### src/rtl/nif_pkg.sv
// Package for the nearest icosahedron face block.
// Holds the shared constants, command and status types and the series divisor function.
// No dependencies.
package nif_pkg;

    localparam int NUM_FACES_DEF = 20;
    localparam int FRAC_BITS_DEF = 16;
    localparam int FACE_W        = 5;
    localparam int SER_TERMS     = 12;
    localparam int DIV_DEN_W     = 10;
    localparam int DIV_STEP      = 4;

    localparam logic [63:0] PI_Q62  = 64'hC90FDAA22168C234;
    localparam logic [63:0] DEGQ    = (PI_Q62 + 64'd90) / 64'd180;
    localparam logic [63:0] ONE_Q62 = 64'h4000000000000000;

    localparam logic OP_LOAD  = 1'b0;
    localparam logic OP_QUERY = 1'b1;

    typedef enum logic [1:0] {
        MS_RAD,
        MS_SQ,
        MS_SER
    } mul_sel_t;

    typedef enum logic [2:0] {
        SM_PX,
        SM_PY,
        SM_DX,
        SM_DY,
        SM_DZ
    } smul_sel_t;

    typedef enum logic [4:0] {
        ST_IDLE,
        ST_RED_M,
        ST_RED_Q,
        ST_RAD_GO,
        ST_RAD_W,
        ST_SQ_GO,
        ST_SQ_W,
        ST_SER_INIT,
        ST_SER_MGO,
        ST_SER_MW,
        ST_SER_DW,
        ST_SER_END,
        ST_FIN,
        ST_PX,
        ST_PY,
        ST_PZ,
        ST_DRD,
        ST_DM0,
        ST_DM1,
        ST_DM2,
        ST_DM3,
        ST_DCMP,
        ST_DONE
    } state_t;

    typedef struct packed {
        logic      capture;
        logic      store_wr;
        logic      red_m;
        logic      red_q;
        logic      mul_start;
        mul_sel_t  mul_sel;
        logic      th_load;
        logic      th2_load;
        logic      ser_init;
        logic      div_start;
        logic      ser_upd;
        logic      ser_save;
        logic      fin;
        logic      is_lat;
        logic      is_cos;
        logic [3:0] n;
        logic      smul;
        smul_sel_t smul_sel;
        logic      px_load;
        logic      py_load;
        logic      rd_en;
        logic      acc_first;
        logic      acc_add;
        logic      cmp;
        logic      cmp_first;
        logic      face_load;
    } cmd_t;

    typedef struct packed {
        logic mul_done;
        logic div_done;
    } status_t;

    // Divisor of term n: (2n)(2n+1) for the sine series, (2n-1)(2n) for the cosine series.
    function automatic logic [DIV_DEN_W-1:0] series_den(input logic [3:0] n, input logic is_cos);
        logic [DIV_DEN_W-1:0] a;
        a = DIV_DEN_W'({n, 1'b0});
        if (is_cos)
        begin
            return DIV_DEN_W'((a - DIV_DEN_W'(1)) * a);
        end
        return DIV_DEN_W'(a * (a + DIV_DEN_W'(1)));
    endfunction

endpackage

### src/rtl/nif_ctrl.sv
// Controller state machine: sequences the reduction, series, point vector and face scan.
// Depends on nif_pkg.
module nif_ctrl
#(
    parameter int NUM_FACES = nif_pkg::NUM_FACES_DEF
)
(
    input  logic                         clk,
    input  logic                         rst_n,
    input  logic                         in_valid,
    input  logic                         op,
    output logic                         in_stall,
    output logic                         out_valid,
    input  logic                         out_stall,
    input  nif_pkg::status_t             status,
    output nif_pkg::cmd_t                cmd,
    output logic [$clog2(NUM_FACES)-1:0] idx
);

    localparam int IDX_W = $clog2(NUM_FACES);

    nif_pkg::state_t  state_reg;
    nif_pkg::state_t  state_next;
    logic [3:0]       n_reg;
    logic [3:0]       n_next;
    logic [IDX_W-1:0] idx_reg;
    logic [IDX_W-1:0] idx_next;
    logic             is_lat_reg;
    logic             is_lat_next;
    logic             is_cos_reg;
    logic             is_cos_next;
    logic             out_valid_reg;
    logic             out_valid_next;

    always_ff @(posedge clk or negedge rst_n)
    begin
        if (!rst_n)
        begin
            state_reg     <= nif_pkg::ST_IDLE;
            n_reg         <= 4'd0;
            idx_reg       <= '0;
            is_lat_reg    <= 1'b0;
            is_cos_reg    <= 1'b0;
            out_valid_reg <= 1'b0;
        end
        else
        begin
            state_reg     <= state_next;
            n_reg         <= n_next;
            idx_reg       <= idx_next;
            is_lat_reg    <= is_lat_next;
            is_cos_reg    <= is_cos_next;
            out_valid_reg <= out_valid_next;
        end
    end

    always_comb
    begin
        state_next     = state_reg;
        n_next         = n_reg;
        idx_next       = idx_reg;
        is_lat_next    = is_lat_reg;
        is_cos_next    = is_cos_reg;
        out_valid_next = out_valid_reg && out_stall;
        cmd            = '0;
        cmd.is_lat     = is_lat_reg;
        cmd.is_cos     = is_cos_reg;
        cmd.n          = n_reg;

        unique case (state_reg)
            nif_pkg::ST_IDLE:
            begin
                if (in_valid)
                begin
                    if (op == nif_pkg::OP_QUERY)
                    begin
                        cmd.capture = 1'b1;
                        is_lat_next = 1'b0;
                        state_next  = nif_pkg::ST_RED_M;
                    end
                    else
                    begin
                        cmd.store_wr = 1'b1;
                    end
                end
            end
            nif_pkg::ST_RED_M:
            begin
                cmd.red_m  = 1'b1;
                state_next = nif_pkg::ST_RED_Q;
            end
            nif_pkg::ST_RED_Q:
            begin
                cmd.red_q  = 1'b1;
                state_next = nif_pkg::ST_RAD_GO;
            end
            nif_pkg::ST_RAD_GO:
            begin
                cmd.mul_start = 1'b1;
                cmd.mul_sel   = nif_pkg::MS_RAD;
                state_next    = nif_pkg::ST_RAD_W;
            end
            nif_pkg::ST_RAD_W:
            begin
                if (status.mul_done)
                begin
                    cmd.th_load = 1'b1;
                    state_next  = nif_pkg::ST_SQ_GO;
                end
            end
            nif_pkg::ST_SQ_GO:
            begin
                cmd.mul_start = 1'b1;
                cmd.mul_sel   = nif_pkg::MS_SQ;
                state_next    = nif_pkg::ST_SQ_W;
            end
            nif_pkg::ST_SQ_W:
            begin
                if (status.mul_done)
                begin
                    cmd.th2_load = 1'b1;
                    is_cos_next  = 1'b0;
                    state_next   = nif_pkg::ST_SER_INIT;
                end
            end
            nif_pkg::ST_SER_INIT:
            begin
                cmd.ser_init = 1'b1;
                n_next       = 4'd1;
                state_next   = nif_pkg::ST_SER_MGO;
            end
            nif_pkg::ST_SER_MGO:
            begin
                cmd.mul_start = 1'b1;
                cmd.mul_sel   = nif_pkg::MS_SER;
                state_next    = nif_pkg::ST_SER_MW;
            end
            nif_pkg::ST_SER_MW:
            begin
                if (status.mul_done)
                begin
                    cmd.div_start = 1'b1;
                    state_next    = nif_pkg::ST_SER_DW;
                end
            end
            nif_pkg::ST_SER_DW:
            begin
                if (status.div_done)
                begin
                    cmd.ser_upd = 1'b1;
                    if (n_reg == 4'(nif_pkg::SER_TERMS))
                    begin
                        state_next = nif_pkg::ST_SER_END;
                    end
                    else
                    begin
                        n_next     = n_reg + 4'd1;
                        state_next = nif_pkg::ST_SER_MGO;
                    end
                end
            end
            nif_pkg::ST_SER_END:
            begin
                cmd.ser_save = 1'b1;
                if (!is_cos_reg)
                begin
                    is_cos_next = 1'b1;
                    state_next  = nif_pkg::ST_SER_INIT;
                end
                else
                begin
                    state_next = nif_pkg::ST_FIN;
                end
            end
            nif_pkg::ST_FIN:
            begin
                cmd.fin = 1'b1;
                if (!is_lat_reg)
                begin
                    is_lat_next = 1'b1;
                    state_next  = nif_pkg::ST_RED_M;
                end
                else
                begin
                    state_next = nif_pkg::ST_PX;
                end
            end
            nif_pkg::ST_PX:
            begin
                cmd.smul     = 1'b1;
                cmd.smul_sel = nif_pkg::SM_PX;
                state_next   = nif_pkg::ST_PY;
            end
            nif_pkg::ST_PY:
            begin
                cmd.px_load  = 1'b1;
                cmd.smul     = 1'b1;
                cmd.smul_sel = nif_pkg::SM_PY;
                state_next   = nif_pkg::ST_PZ;
            end
            nif_pkg::ST_PZ:
            begin
                cmd.py_load = 1'b1;
                idx_next    = '0;
                state_next  = nif_pkg::ST_DRD;
            end
            nif_pkg::ST_DRD:
            begin
                cmd.rd_en  = 1'b1;
                state_next = nif_pkg::ST_DM0;
            end
            nif_pkg::ST_DM0:
            begin
                cmd.smul     = 1'b1;
                cmd.smul_sel = nif_pkg::SM_DX;
                state_next   = nif_pkg::ST_DM1;
            end
            nif_pkg::ST_DM1:
            begin
                cmd.acc_first = 1'b1;
                cmd.smul      = 1'b1;
                cmd.smul_sel  = nif_pkg::SM_DY;
                state_next    = nif_pkg::ST_DM2;
            end
            nif_pkg::ST_DM2:
            begin
                cmd.acc_add  = 1'b1;
                cmd.smul     = 1'b1;
                cmd.smul_sel = nif_pkg::SM_DZ;
                state_next   = nif_pkg::ST_DM3;
            end
            nif_pkg::ST_DM3:
            begin
                cmd.acc_add = 1'b1;
                state_next  = nif_pkg::ST_DCMP;
            end
            nif_pkg::ST_DCMP:
            begin
                cmd.cmp       = 1'b1;
                cmd.cmp_first = (idx_reg == '0);
                if (idx_reg == IDX_W'(NUM_FACES - 1))
                begin
                    state_next = nif_pkg::ST_DONE;
                end
                else
                begin
                    idx_next   = idx_reg + IDX_W'(1);
                    state_next = nif_pkg::ST_DRD;
                end
            end
            nif_pkg::ST_DONE:
            begin
                if (!out_valid_reg || !out_stall)
                begin
                    cmd.face_load  = 1'b1;
                    out_valid_next = 1'b1;
                    state_next     = nif_pkg::ST_IDLE;
                end
            end
            default:
            begin
                state_next = nif_pkg::ST_IDLE;
            end
        endcase
    end

    assign in_stall  = (state_reg != nif_pkg::ST_IDLE);
    assign out_valid = out_valid_reg;
    assign idx       = idx_reg;

endmodule

### config.mk
export PLATFORM = sky130hd
export DESIGN_NAME = nif_ctrl
export DESIGN_NICKNAME = d
export VERILOG_FILES = /design/src/rtl/nif_pkg.sv /design/src/rtl/nif_ctrl.sv
export SDC_FILE = /design/constraint.sdc
export NUM_CORES = 1
export LEC_CHECK = 0
export ABC_AREA = 1
export BUFFER_PORTS_ARGS = -buffer_cell sky130_fd_sc_hd__buf_4
export CORE_ASPECT_RATIO = 1.4
export CORE_MARGIN = 2
export CORE_UTILIZATION = 50
export CTS_CLUSTER_SIZE = 30
export DETAILED_ROUTE_END_ITERATION = 10
export PLACE_DENSITY = 0.79
export SYNTH_ARGS = -nofsm -noshare
export SYNTH_HDL_FRONTEND = slang
export SYNTH_SLANG_ARGS = --single-unit
### constraint.sdc
create_clock -name clk -period 4.3 [get_ports clk]
set_input_delay 0.215 -clock clk [delete_from_list [all_inputs] [get_ports clk]]
set_output_delay 0.215 -clock clk [all_outputs]
set_load 0.1 [all_outputs]
==> impl_results.md <==
- Outcome: finished, final reports clean
- CP arrival: 1.90 ns
- Power density over the cells: 148 mW/mm2
- Slew Viols, Final: 0
- Post-synthesis sequential area ratio: 31.1%
- Reg area: 425 um2
- Hold Path End: out_valid
- #FFs+latches synth: 17
- Leak Pwr: 1.01 nW
- Slew @ Worst Pin: 0.336 ns
- FILL cells: 256
- Critical path startpoint category: register
- Reg2Reg Depth: 10
- CP Cell Sequence: inv_2, nand2_1, nor2_1, nand2_1, nor2_1, buf_4
- Delay-heaviest family, CP: simple AND/OR/NAND/NOR gates
- Total Wirelength: 3380 um
- Total number of vias: 1452
- TritonCTS clock tree: done
- Syn Area/Cell: 6.65 um2
- Max stage delay on crit path: 0.48 ns
- Hold buffers post-CTS: 1
- Row count: 22
- Worst path depth: 6
- Die ar.: 0.00318 mm2
- Vias in the first global route: 1300
- H-tree levels: 1
- Logic pwr share: 3.9%
- Yosys cell types: 27
- Total Routing Usage GR: 23.0%
- Worst hold slack: 0.149 ns
- Peak VDD IR: 0.0000920 V
- Total grt overflow: 0
- FF-to-FF setup slack: 2.57 ns
- Clock buffer depth: 2
- Switching Share: 22.1%
- Final setup violation count: 0
- DR WL/cell: 11.8 um
- EDFF count, synth: 0
- Metal3 WL: 160 um
- Top sig layer: met4
- Worst path bufs/invs: 2
- Core region area: 0.00262 mm2
- Die span in y: 65.9 um
- Number of max-cap violations: 0
- Core Util, Final: 66.4%
- DR DRC count: 0
- Fraction of registers with async set/reset: 100%
- M1 WL: 1330 um
- Initial Util: 52.4%
- Gpl congestion: 0.916
- ANT nets after route: 0
- Sequential power share: 62.1%
- Worst Setup End Kind: primary output
- Ys flop type: dfrtp_1
- Final HPWL DP: 2760 um
- Largest net degree at the start of global routing: 18
- Root Driver: clkbuf_4
- Total setup buffers inserted after CTS: 0
- Area delta synth->final: 26.8%
- Clock share of power: 34.0%
- Max Clk Rate: 474 MHz
- IO Count: 46
- IO Port Bufs: 45
- Final period util: 49.1%
- CP max-delay cell: dfrtp_1
- Clk sinks: 17
- Final Hold Vio Count: 0
- Met2 routed WL: 1840 um
- Setup_tns: 0 ns
- First-pass GRT wire length: 5340 um
- Cts bufs inserted: 3
- Worst Setup Path Type: register to primary output
- Initial DRC count: 46
- Slew Limit Headroom: 77.5%
- Hold path startpoint: out_stall
- Post-CTS Resized: 0
- Clock transition at the registers of the reported paths: 0.11 ns
- # nets final: 262
- RR Startpoint: state_reg[4]
- Crit path required time: 4.09 ns
- Hold Path Stages: 3
- Min-delay worst type: input pin to register
- Pint: 0.200 mW
- Area of the multi-input gates: 753 um2
- Die width: 48.2 um
- DR pass1 iterations: 4
- Minimum clock period: 2.11 ns
- Share of post-route cells with drive strength above 1: 26.8%
- Post-synthesis cell area: 0.00137 mm2
- Initial antenna violation count: 0
- Clock Latency Late Sink: 0.29 ns
- Diodes inserted: 0
- RSZ-0062 raised after global routing: no
- Switching pwr: 0.0569 mW
- Worst Clk Skew: 0.00717 ns
- Syn Inst Count: 206
- Via/cell ratio: 5.08
- Net Count, Synth: 217
- Synth warn: 0
- Critical Path Fanout Max: 11
- FF-to-FF End: state_reg[1]
==> logic make-up after synthesis <==
logic type / share of synthesized area [%]
xor+xnor: 2.56
flops: 31.1
simple gates: 39.4
compound gates: 9.41
buf+inv: 14.0
fa+ha+maj: 3.65
==> metrics by stage <==
stage               cells  area, um2  setup WS, ns  total power [mW]
global placement      281       1700          2.53             0.172
global route          286       1740          2.02             0.267
floorplan             206       1370         0.470             0.164
finish                286       1740          2.19             0.257
detailed placement    281       1700          2.55             0.172
CTS                   286       1740          2.20             0.259
==> power groups by stage <==
stage                     logic [mW]  clock network (mW)  registers, mW
after detailed placement     0.00946                   0          0.163
after floorplan              0.00116                   0          0.163
after global routing          0.0115              0.0959          0.160
after global placement       0.00934                   0          0.163
final                        0.00991              0.0874          0.160
after CTS                     0.0102              0.0893          0.160
==> cell usage in the layout (no fill, tap or decap), types with 2 or more instances in the layout <==
cell	count
a21oi_1	4
buf_4	45
clkbuf_4	3
dfrtp_1	17
ha_1	4
inv_1	33
inv_2	4
nand2_1	46
nand2_2	3
nand3_1	24
nand3_2	4
nor2_1	31
nor2_2	3
nor2_4	2
o21ai_0	9
o22ai_1	2
xor2_1	4
==> synth_stat cells, types with 4 or more instances <==
cell,number,area (um2)
a21oi_1,4,20.0
buf_4,4,30.0
dfrtp_1,17,425
ha_1,4,50.1
inv_1,33,124
inv_2,4,15.0
nand2_1,46,173
nand3_1,24,120
nand3_2,4,40.0
nor2_1,31,116
o21ai_0,9,45.0
xor2_1,4,35.0
==> worst max path at each step <==
stage                  from  endpoint  slack, ns
2_1_floorplan  state_reg[3]   cmd[30]       0.47
3_3_place_gp   state_reg[4]   cmd[21]       2.53
3_5_place_dp   state_reg[4]   cmd[21]       2.55
4_1_cts        state_reg[4]   cmd[21]       2.20
5_1_grt        state_reg[4]   cmd[21]       2.02
6_report       state_reg[4]   cmd[21]       2.19
==> layer usage <==
metal | vias up | global-route usage, %
met1 | 662 | 26.5
li1 | 732 | -
met4 | 0 | 9.80
met2 | 54 | 39.8
met5 | - | 0
met3 | 4 | 2.73
==> tightest hold or removal path: cells and delay by family <==
kind	cells	cell delay [ns]
buf+inv	1	0.07
simple gates	2	0.12
==> area by class of cell <==
| type | instances | share of cell area (%) |
|---|---|---|
| well taps | 36 | 2.59 |
| repair buffers | 46 | 20.0 |
| flip-flops and latches | 17 | 24.5 |
| clock buffers | 4 | 1.51 |
| multi-input cells | 146 | 43.4 |
| inverters | 37 | 8.00 |
Note: power is estimated with default switching activity, not from simulation.
